File: src/hw/rtl/tcc_pkg.sv
// Text console package: field widths, operation and character codes,
// configuration layout and controller state encoding.
// No dependencies.
package tcc_pkg;

    localparam int OP_W       = 3;
    localparam int CHAR_W     = 8;
    localparam int COL_W      = 7;
    localparam int ROW_W      = 5;
    localparam int SCROLL_W   = 6;
    localparam int CELL_W     = 16;
    localparam int ATTR_W     = 8;
    localparam int CFG_IDX_W  = 2;
    localparam int CFG_DATA_W = 8;

    localparam logic [OP_W-1:0] OP_PUT    = 3'd0;
    localparam logic [OP_W-1:0] OP_PLACE  = 3'd1;
    localparam logic [OP_W-1:0] OP_SCROLL = 3'd2;
    localparam logic [OP_W-1:0] OP_CLEAR  = 3'd3;
    localparam logic [OP_W-1:0] OP_READ   = 3'd4;

    localparam logic [CHAR_W-1:0] CH_LF    = 8'h0A;
    localparam logic [CHAR_W-1:0] CH_FF    = 8'h0C;
    localparam logic [CHAR_W-1:0] CH_CR    = 8'h0D;
    localparam logic [CHAR_W-1:0] CH_SPACE = 8'h20;

    localparam logic [CELL_W-1:0] CELL_RESET = 16'h0720;

    localparam logic [CFG_IDX_W-1:0] REG_COLUMNS = 2'd0;
    localparam logic [CFG_IDX_W-1:0] REG_ROWS    = 2'd1;
    localparam logic [CFG_IDX_W-1:0] REG_ATTR    = 2'd2;

    localparam logic [COL_W-1:0]  COLS_RESET = 7'd80;
    localparam logic [ROW_W-1:0]  ROWS_RESET = 5'd25;
    localparam logic [ATTR_W-1:0] ATTR_RESET = 8'd7;

    typedef struct packed {
        logic [COL_W-1:0]  cols;
        logic [ROW_W-1:0]  rows;
        logic [ATTR_W-1:0] attr;
    } tcc_cfg_t;

    typedef enum logic [6:0] {
        ST_INIT  = 7'b0000001,
        ST_IDLE  = 7'b0000010,
        ST_START = 7'b0000100,
        ST_COPY  = 7'b0001000,
        ST_BLANK = 7'b0010000,
        ST_READ  = 7'b0100000,
        ST_DONE  = 7'b1000000
    } tcc_state_t;

endpackage

File: src/hw/rtl/tcc_cfg_regs.sv
// Configuration registers of the text console with the active-size clamp.
// Depends on tcc_pkg.
module tcc_cfg_regs #(
    parameter int MAX_COLUMNS = 80,
    parameter int MAX_ROWS    = 25
) (
    input  logic                              clk,
    input  logic                              rst_n,
    input  logic                              we,
    input  logic [tcc_pkg::CFG_IDX_W-1:0]     index,
    input  logic [tcc_pkg::CFG_DATA_W-1:0]    wdata,
    output tcc_pkg::tcc_cfg_t                 cfg
);
    import tcc_pkg::*;

    logic [COL_W-1:0]  cols_reg;
    logic [ROW_W-1:0]  rows_reg;
    logic [ATTR_W-1:0] attr_reg;

    always_ff @(posedge clk or negedge rst_n)
    begin
        if (!rst_n)
        begin
            cols_reg <= COLS_RESET;
            rows_reg <= ROWS_RESET;
            attr_reg <= ATTR_RESET;
        end
        else if (we)
        begin
            unique case (index)
                REG_COLUMNS: cols_reg <= wdata[COL_W-1:0];
                REG_ROWS:    rows_reg <= wdata[ROW_W-1:0];
                REG_ATTR:    attr_reg <= wdata[ATTR_W-1:0];
                default:     ;
            endcase
        end
    end

    always_comb
    begin
        if (cols_reg == '0)
            cfg.cols = COL_W'(1);
        else if (int'(cols_reg) > MAX_COLUMNS)
            cfg.cols = COL_W'(MAX_COLUMNS);
        else
            cfg.cols = cols_reg;

        if (rows_reg == '0)
            cfg.rows = ROW_W'(1);
        else if (int'(rows_reg) > MAX_ROWS)
            cfg.rows = ROW_W'(MAX_ROWS);
        else
            cfg.rows = rows_reg;

        cfg.attr = attr_reg;
    end

endmodule

File: config.mk
export PLATFORM = sky130hd
export DESIGN_NAME = tcc_cfg_regs
export DESIGN_NICKNAME = d
export VERILOG_FILES = /design/src/hw/rtl/tcc_pkg.sv /design/src/hw/rtl/tcc_cfg_regs.sv
export SDC_FILE = /design/constraint.sdc
export NUM_CORES = 1
export LEC_CHECK = 0
export ABC_AREA = 1
export BUFFER_PORTS_ARGS = -buffer_cell sky130_fd_sc_hd__buf_2
export CAP_MARGIN = 20
export CORE_MARGIN = 4
export CORE_UTILIZATION = 35
export CTS_BUF_LIST = sky130_fd_sc_hd__clkbuf_8
export CTS_CLUSTER_SIZE = 24
export DETAILED_ROUTE_END_ITERATION = 8
export PLACE_DENSITY_LB_ADDON = 0.1
export SETUP_SLACK_MARGIN = 0.2
export SKIP_CTS_REPAIR_TIMING = 1
export SLEW_MARGIN = 20
export SYNTH_ARGS = -nofsm -noshare
export SYNTH_HDL_FRONTEND = slang
export SYNTH_SLANG_ARGS = --single-unit
File: constraint.sdc
create_clock -name clk -period 2.45 [get_ports clk]
set_clock_uncertainty 0.2 [all_clocks]
set_input_delay 0.1225 -clock clk [delete_from_list [all_inputs] [get_ports clk]]
set_output_delay 0.1225 -clock clk [all_outputs]
set_load 0.03 [all_outputs]
# --- Yosys cells after proc, flatten, opt, wreduce, memory -nomap -nowiden ---
# Index checks and enable logic that the tools add are counted.
word_totals:
  regBits: 20
  output_inout_bits: 20
  word_cells: 17
classes:
  n_lt_le_gt_ge: 2
  eq_ne: 2
  mux: 4
  n_reduce_logical: 6
ops:
  columns: ["op", "count"]
  rows:
  - ["$mux W7", 2]
  - ["$mux W5", 2]
  - ["$gt A7 B7 Y1 const B", 1]
  - ["$logic_not A7 Y1", 1]
  - ["$reduce_and A2 Y1", 3]
  - ["$gt A5 B5 Y1 const B", 1]
  - ["$logic_not A5 Y1", 1]
  - ["$eq A2 B1 Y1 const B", 1]
  - ["$eq A2 B2 Y1 const B", 1]
  - ["$logic_not A2 Y1", 1]

# --- Depth between registers and ports, before layout ---
# Gate-level depths: netlist of the first run.
depth:
  ltp_word: 3
  ltp_mapped: 5
  ltp_nobuf: 5

# --- Worst setup path after synthesis of the first run ---
# OpenSTA, ideal clock, no wires.
synth_timing:
  kind: "flip-flop to output port"
  start: "register rows_reg[3]"
  end: "output cfg[8] (netlist name)"
  arrival_ns: 1.119
  t_required_ns: 2.128
  path_slack_ns: 1.008
  stages_incl_launch_ff: 3
  path_cell_list: "dfstp_2 -> nand2_1 -> o211ai_1"
synth_lines:
  columns: ["item", "line_no", "text"]
  rows:
  - ["from (decl)", "tcc_cfg_regs.sv:17", "logic [ROW_W-1:0] rows_reg;"]
  - ["from (signal assigned)", "tcc_cfg_regs.sv:32", "REG_ROWS: rows_reg <= wdata[ROW_W-1:0];"]
  - ["to (decl)", "tcc_cfg_regs.sv:12", "output tcc_pkg::tcc_cfg_t cfg"]

==> results of run 1 <==
power breakdown:
group	internal (mW)	leakage, nW	total [mW]	switching [mW]
clock network	0.143	0.0288	0.251	0.108
logic	0.107	0.414	0.329	0.222
registers	0.399	0.234	0.439	0.0404
total	0.649	0.676	1.02	0.370
how the worst min path moves through the flow:
| stage | start | end | slack, ps |
|---|---|---|---|
| after floorplan | rst_n | attr_reg[3] | -370 |
| after global placement | rst_n | attr_reg[7] | -110 |
| after detailed placement | rst_n | attr_reg[6] | -100 |
| after CTS | rst_n | attr_reg[5] | -390 |
| after global routing | index[0] | rows_reg[4] | 60 |
| final | index[0] | rows_reg[0] | 20 |
cells by family after synthesis:
family / synth area share (%)
simple gates: 19.4
compound gates: 16.2
buf+inv: 10.3
flops: 54.1
synth_stat cells (all sizes together):
| cell | n | area (sq um) |
|---|---|---|
| nand3 | 4 | 35.0 |
| nand2 | 30 | 113 |
| buf | 2 | 18.8 |
| inv | 18 | 67.6 |
| nor2 | 8 | 30.0 |
| dfrtp | 12 | 300 |
| dfstp | 8 | 210 |
| o21ai | 20 | 130 |
| nor3 | 1 | 5.00 |
| clkbuf | 3 | 11.3 |
| o211ai | 1 | 7.51 |
| a21boi | 2 | 15.0 |
layout make-up:
type | count | area [sq um] | share of cell area, %
clock buffer | 4 | 55.1 | 4.38
inverter | 18 | 67.6 | 5.38
multi-input combinational | 66 | 335 | 26.7
sequential | 20 | 510 | 40.6
tap | 30 | 37.5 | 2.99
timing repair buffer | 41 | 250 | 19.9
layer usage:
metal / up-vias / track usage (%) / part of all wire [%]
met5: - / 0 / 0
met4: 0 / 6.65 / 1.6
met3: 3 / 2.59 / 5.9
met2: 27 / 19.3 / 50
met1: 356 / 15.9 / 43
li1: 416 / - / -
critical path: cells and delay by family, from the launching register on:
family / cells / cell delay [ps]
DFF: 1 / 570
and+or+nand+nor: 4 / 250
buffers and inverters: 2 / 220
per-stage QoR:
stage / total power [mW] / cells / worst slack (ps)
global placement: 0.762 / 166 / 1130
CTS: 1.03 / 170 / 808
global route: 1.09 / 179 / 716
floorplan: 0.675 / 109 / 1010
finish: 1.02 / 179 / 830
detailed placement: 0.768 / 166 / 1110
==> flow_summary.json, run 1 <==
{
  "dieArea_sq_um": 3590,
  "htreeDepth": 1,
  "fin_crit_ps": 1620,
  "place_hpwl_um": 1460,
  "antenna_found_initial": 0,
  "start_kind": "flip-flop",
  "r2r_slack_ps": 1470,
  "worst_path_max_delay_cell": "dfstp_2",
  "num_rows": 18,
  "final_cell_mix": "buf_2 (32), nand2_1 (30), inv_1 (18)",
  "r2r_start": "rows_reg[4]",
  "place_congestion": 0.726,
  "num_vias": 802,
  "drt-total-wl_um": 2030,
  "clock_tree.root_cell": "clkbuf_8",
  "drive_above_1_share_pct": 36.9,
  "period_share_pct": 66.1,
  "p_per_area_nw_per_um2": 811,
  "maxSlewHeadroom_pct": 69.9,
  "io_buffers": 32,
  "dr.first_iter.drc_count": 17,
  "r2r_cells": 2,
  "globalRouteTotalUtil_pct": 12.4,
  "startpoint": "cols_reg[6]",
  "grt_max_degree": 21,
  "holdCritPathClass": "input port to flip-flop",
  "worstMarginPinSlew_ps": 451,
  "drc": 0,
  "critPathArrivalTime_ps": 1300,
  "path_class": "flip-flop to output pin",
  "slowest_delay_ps": 570,
  "wl_per_cell_um": 11.4,
  "cts_tree": "done",
  "grt_pass1_wl_um": 3280,
  "yosysUniqueCellTypes": 15,
  "overflow": 0,
  "chipHeight_um": 59.9,
  "ys_warn_count": 0,
  "placed_area_sq_um": 1110,
  "first_pass_iters": 4,
  "antenna_left": 0,
  "clk_pin_slew_ps": 70,
  "path_max_fanout": 6,
  "cap_viol_max_count": 0,
  "syn-num-nets": 122,
  "endpoint_kind": "output pin",
  "die_w_um": 59.9,
  "crit_top_cell": "nand2_1",
  "tns_ps": 0,
  "cts_buffer_depth": 2,
  "utilization_pct": 49.8,
  "antennaDiodeCount": 0,
  "crit_end": "cfg[16]",
  "worst_hold_slack_ps": 23.0,
  "syn-cell-area_sq_um": 943,
  "cts_buffers": 3,
  "setup-violations-final": 0,
  "final_net_count": 163,
  "core_sq_um": 2520,
  "vias_per_cell": 4.48,
  "syn_avg_cell_area_sq_um": 8.66,
  "ys_seq_elements": 20,
  "syn_to_final_growth_pct": 33.2,
  "synthCells": 109,
  "fmax_mhz": 617,
  "power_leakage_nw": 0.676,
  "grt_pass1_vias": 763,
  "largest_register_ff_count": 8,
  "ys_seq_area_share_pct": 54.1,
  "clock_latency_ps": 260,
  "r2r_end": "rows_reg[4]",
  "slew_violations": 0,
  "fill_cells": 272,
  "crit_chain": "nand2_1, inv_1, nand2_1, nand2_1, nor2_1, buf_2",
  "max-vdd-ir-drop_mv": 0.417,
  "status": "completed",
  "hold_violations": 0,
  "ios": 33,
  "hold_depth": 3,
  "cts_sinks": 20,
  "mostFrequentLayoutCell": "buf_2",
  "rsz0062_at_grt": "false",
  "finalInstanceArea_sq_um": 1260,
  "critPathRequiredTime_ps": 2130,
  "start_util_pct": 37.4
}
Power figures use the tool's default switching activity.
==> run 2: changes to the inputs <==
clock period = 1.7 ns   (was 2.45 ns; I/O delays follow)
==> run 2 against run 1 <==
Effect of this change:
- the flow now finishes with violations (negative hold slack)
- final cell count up 1.1%
- flip-flop and latch count unchanged
- total power up 48%
- critical path type unchanged
- largest cell class unchanged
==> flow_summary.json, run 2 (same netlist as run 1, synthesis figures left out) <==
{
  "cts_sinks": 20,
  "worst_path_max_delay_cell": "dfstp_2",
  "syn_to_final_growth_pct": 37.5,
  "tns_ps": 0,
  "cap_viol_max_count": 0,
  "antenna_found_initial": 0,
  "antennaDiodeCount": 0,
  "dieArea_sq_um": 3590,
  "drive_above_1_share_pct": 40.4,
  "dr.first_iter.drc_count": 23,
  "largest_register_ff_count": 8,
  "crit_chain": "nand2_2, inv_2, nand2_2, nand2_2, nor2_1, buf_4",
  "violations": "negative hold slack",
  "routed.top_layer": "met4",
  "cts_buffers": 3,
  "path_class": "flip-flop to output pin",
  "path_max_fanout": 6,
  "clk_pin_slew_ps": 70,
  "multi_input_area_sq_um": 343,
  "slew_violations": 0,
  "max-vdd-ir-drop_mv": 0.607,
  "wl_met1_um": 878,
  "start_util_pct": 37.4,
  "utilization_pct": 51.4,
  "chipHeight_um": 59.9,
  "die_w_um": 59.9,
  "maxSlewHeadroom_pct": 69.9,
  "crit_family": "flip-flops",
  "path_buf_inv": 2,
  "crit_top_cell": "nand2_2",
  "endpoint_kind": "output pin",
  "antenna_left": 0,
  "power.total_mw": 1.51,
  "cts_tree": "done",
  "final_net_count": 165,
  "worstMarginPinSlew_ps": 451,
  "critPathArrivalTime_ps": 1260,
  "num_rows": 18,
  "clock_latency_ps": 260,
  "power_leakage_nw": 0.688,
  "htreeDepth": 1,
  "mostFrequentLayoutCell": "nand2_1",
  "wl_met3_um": 105,
  "route.met2.wl_um": 1040,
  "slowest_delay_ps": 580,
  "grt_pass1_wl_um": 3280,
  "rsz0062_at_grt": "true",
  "fmax_mhz": 646,
  "period_share_pct": 91.0,
  "drt-total-wl_um": 2060,
  "globalRouteTotalUtil_pct": 12.4,
  "drc": 0,
  "clock_tree.root_cell": "clkbuf_8",
  "fin_ws_ps": 153,
  "wl_per_cell_um": 11.4,
  "place_congestion": 0.726,
  "setup-violations-final": 0,
  "io_buffers": 32,
  "ios": 33,
  "critPathRequiredTime_ps": 1410,
  "overflow": 0,
  "first_pass_iters": 4,
  "final_cell_mix": "nand2_1 (27), buf_2 (26), inv_1 (17)",
  "grt_pass1_vias": 763,
  "vias_per_cell": 4.46,
  "r2r_slack_ps": 650,
  "p_per_area_nw_per_um2": 1160,
  "cts_buffer_depth": 2,
  "fin_crit_ps": 1550,
  "seqCellArea_sq_um": 510,
  "core_sq_um": 2520,
  "start_kind": "flip-flop",
  "worst_hold_slack_ps": -12.5,
  "grt_max_degree": 21,
  "fill_cells": 264,
  "dp_slack_ps": 396,
  "place_hpwl_um": 1460,
  "holdCritPathClass": "input port to flip-flop",
  "status": "finished, violations left",
  "hold_violations": 3,
  "num_vias": 808
}
## run 2: metal layers
metal,GRT usage (%),vias to the layer above
met1,15.9,361
met4,6.65,0
met5,0,-
met2,19.3,24
met3,2.59,3
li1,-,420
## run 2: path summary, 6_finish.rpt
| check | start | cells after the start | endpoint |
|---|---|---|---|
| worst max-delay path | cols_reg[6] | 6 | cfg[15] |
| min in group asynchronous | rst_n | 2 | attr_reg[6] |
| max in group asynchronous | rst_n | 2 | rows_reg[3] |
| worst min register to register | rows_reg[0] | 2 | rows_reg[0] |
| worst max register to register | rows_reg[3] | 3 | rows_reg[3] |
| worst min-delay path | index[0] | 3 | rows_reg[0] |
## run 2: cell type report
type | count | share of cell area (%)
Inverter | 18 | 5.21
Timing Repair Buffer | 43 | 21.9
Tap cell | 30 | 2.89
Sequential cell | 20 | 39.3
Multi-Input combinational cell | 66 | 26.4
Clock buffer | 4 | 4.24
## run 2: report_power, final
group / internal [mW] / total, mW / switching, mW
sequential: 0.575 / 0.632 / 0.0578
clock: 0.206 / 0.362 / 0.156
combinational: 0.186 / 0.516 / 0.329
total: 0.967 / 1.51 / 0.543
## run 2: per-stage QoR
step	instances	instance area, sq um
2_1_floorplan	109	943
3_3_place_gp	166	1110
3_5_place_dp	166	1110
4_1_cts	170	1170
5_1_grt	181	1300
6_report	181	1300
## run 2: worst min-delay path, delay by kind of cell
family / cells / cell delay (ps)
buf+inv: 1 / 110
compound gates: 1 / 80
simple gates: 1 / 170
==> run 3: changes to the inputs <==
--- a/config.mk
+++ b/config.mk
@@ -11,3 +11,3 @@
 export CORE_MARGIN = 4
-export CORE_UTILIZATION = 35
+export CORE_UTILIZATION = 50
 export CTS_BUF_LIST = sky130_fd_sc_hd__clkbuf_8
==> constraint.sdc (replaced) <==
create_clock -name clk -period 1.7 [get_ports clk]
set_clock_uncertainty 0.2 [all_clocks]
set_input_delay 0.34 -clock clk [delete_from_list [all_inputs] [get_ports clk]]
set_output_delay 0.34 -clock clk [all_outputs]
set_load 0.03 [all_outputs]
==> run 3 against run 2 <==
Effect of this change:
- the flow finishes with violations (negative setup slack)
- flip-flop and latch count is the same
- maximum frequency fell by 16%
- final cell count is 4.4% lower
- sequential power grew 0.8%
- final area grew 4.6%
- largest cell class unchanged
- core utilization increased by 26 points
- total power increased by 14%
- global-route usage rose by 4.1 points
- worst hold slack improved by 130 ps
- worst setup slack lost 290 ps
- via count increased by 0.87%
- routed wire length decreased by 1.6%
==> flow_summary.json, run 3 (same netlist as run 1, synthesis figures left out) <==
{
  "p_clk_share_pct": 27.6,
  "syn_to_final_growth_pct": 43.9,
  "grt_max_degree": 21,
  "violations": "negative setup slack",
  "num_vias": 815,
  "drt-total-wl_um": 2020,
  "crit_chain": "buf_4, nand2_4, nand3_2, nand2_2, buf_6",
  "place_congestion": 0.712,
  "slowest_delay_ps": 540,
  "rsz0062_at_grt": "true",
  "finalInstanceArea_sq_um": 1360,
  "critPathArrivalTime_ps": 1300,
  "fill_cells": 150,
  "holdCritPathClass": "input port to flip-flop",
  "placed_area_sq_um": 1120,
  "place_hpwl_um": 1450,
  "io_buffers": 32,
  "wl_per_cell_um": 11.7,
  "hold_violations": 0,
  "final_net_count": 162,
  "path_buf_inv": 2,
  "clk_pin_slew_ps": 80,
  "clock_tree.root_cell": "clkbuf_8",
  "first_pass_iters": 4,
  "ios": 33,
  "antennaDiodeCount": 0,
  "power_leakage_nw": 0.718,
  "maxSlewHeadroom_pct": 71.4,
  "overflow": 0,
  "cts_sinks": 20,
  "die_w_um": 51.4,
  "core_sq_um": 1760,
  "drive_above_1_share_pct": 48.0,
  "cap_viol_max_count": 0,
  "grt_pass1_vias": 751,
  "crit_family": "flip-flops",
  "fin_ws_ps": -139,
  "cts_buffers": 3,
  "min-delay-start": "wdata[7]",
  "fin_crit_ps": 1840,
  "chipHeight_um": 51.4,
  "switching_share_pct": 33.8,
  "combPwrFrac_pct": 35.5,
  "antenna_found_initial": 0,
  "power.internal_mw": 1.14,
  "clock_latency_ps": 260,
  "num_rows": 15,
  "startpoint": "cols_reg[6]",
  "worst_path_max_delay_cell": "dfstp_2",
  "cts_tree": "done",
  "start_kind": "flip-flop",
  "dieArea_sq_um": 2650,
  "worst_hold_slack_ps": 120,
  "vias_per_cell": 4.71,
  "r2r_start": "cols_reg[6]",
  "setup-violations-final": 8,
  "status": "finished, violations left",
  "start_util_pct": 53.5,
  "worstMarginPinSlew_ps": 428,
  "p_sw_uw": 583,
  "fmax_mhz": 544,
  "dp_cells": 161,
  "critPathRequiredTime_ps": 1160,
  "antenna_left": 0,
  "globalRouteTotalUtil_pct": 16.4,
  "path_class": "flip-flop to output pin",
  "largest_register_ff_count": 8,
  "dr.first_iter.drc_count": 5,
  "drc": 0,
  "mostFrequentLayoutCell": "nand2_1",
  "cts_buffer_depth": 2,
  "grt_pass1_wl_um": 3280,
  "period_share_pct": 108,
  "endpoint_kind": "output pin",
  "dp_slack_ps": 49.5,
  "finalNonFillerCells": 173,
  "p_per_area_nw_per_um2": 1270,
  "final_cell_mix": "nand2_1 (25), inv_1 (18), buf_2 (17)",
  "power_frac_seq_pct": 36.9,
  "htreeDepth": 1,
  "slew_violations": 0,
  "max-vdd-ir-drop_mv": 1.08,
  "path_max_fanout": 4
}
run 3: power groups by stage:
stage / registers, mW / logic (mW) / clock network, mW
after floorplan: 0.693 / 0.292 / 0
after global placement: 0.635 / 0.468 / 0
after detailed placement: 0.641 / 0.479 / 0
after CTS: 0.633 / 0.480 / 0.481
after global routing: 0.650 / 0.661 / 0.507
final: 0.637 / 0.612 / 0.476
run 3: layout make-up:
cell class                      count  area [sq um]  share of cell area (%)
Clock inverter                      1          30.0                    2.21
Tap cell                           25          31.3                    2.30
Timing Repair Buffer               40           302                    22.2
Clock buffer                        3          41.3                    3.04
Sequential cell                    20           510                    37.6
Inverter                           18          67.6                    4.98
Multi-Input combinational cell     66           375                    27.6
run 3: per-stage QoR:
stage                     total power [mW]  utilization (%)  TNS, ps
after floorplan                      0.985                -        0
after global placement                1.10             63.3        0
after detailed placement              1.12             63.3        0
after CTS                             1.59             67.4     -993
after global routing                  1.82             77.0    -1220
final                                 1.73             77.0     -720
run 3: worst paths after layout:
kind,to,depth (start not counted),slack [ps]
worst max register to register,cols_reg[6],3,670
worst max-delay path,cfg[13],5,-140
max in group asynchronous,rows_reg[3],2,630
min in group asynchronous,attr_reg[5],2,340
worst min-delay path,attr_reg[7],3,120
worst min register to register,attr_reg[5],2,280
run 3: per-layer routing:
layer | track usage, % | share of wire, % | up-vias
met3 | 3.21 | 5.5 | 5
met5 | 0 | 0 | -
met2 | 26.3 | 48 | 21
met1 | 21.8 | 45 | 377
li1 | - | - | 412
met4 | 6.55 | 1.5 | 0
run 3: worst reg2reg max path, cell delays in order (launching register included):
cell     delay, ps
dfstp_2        540
buf_4          100
nand2_1         40
o21ai_1         80
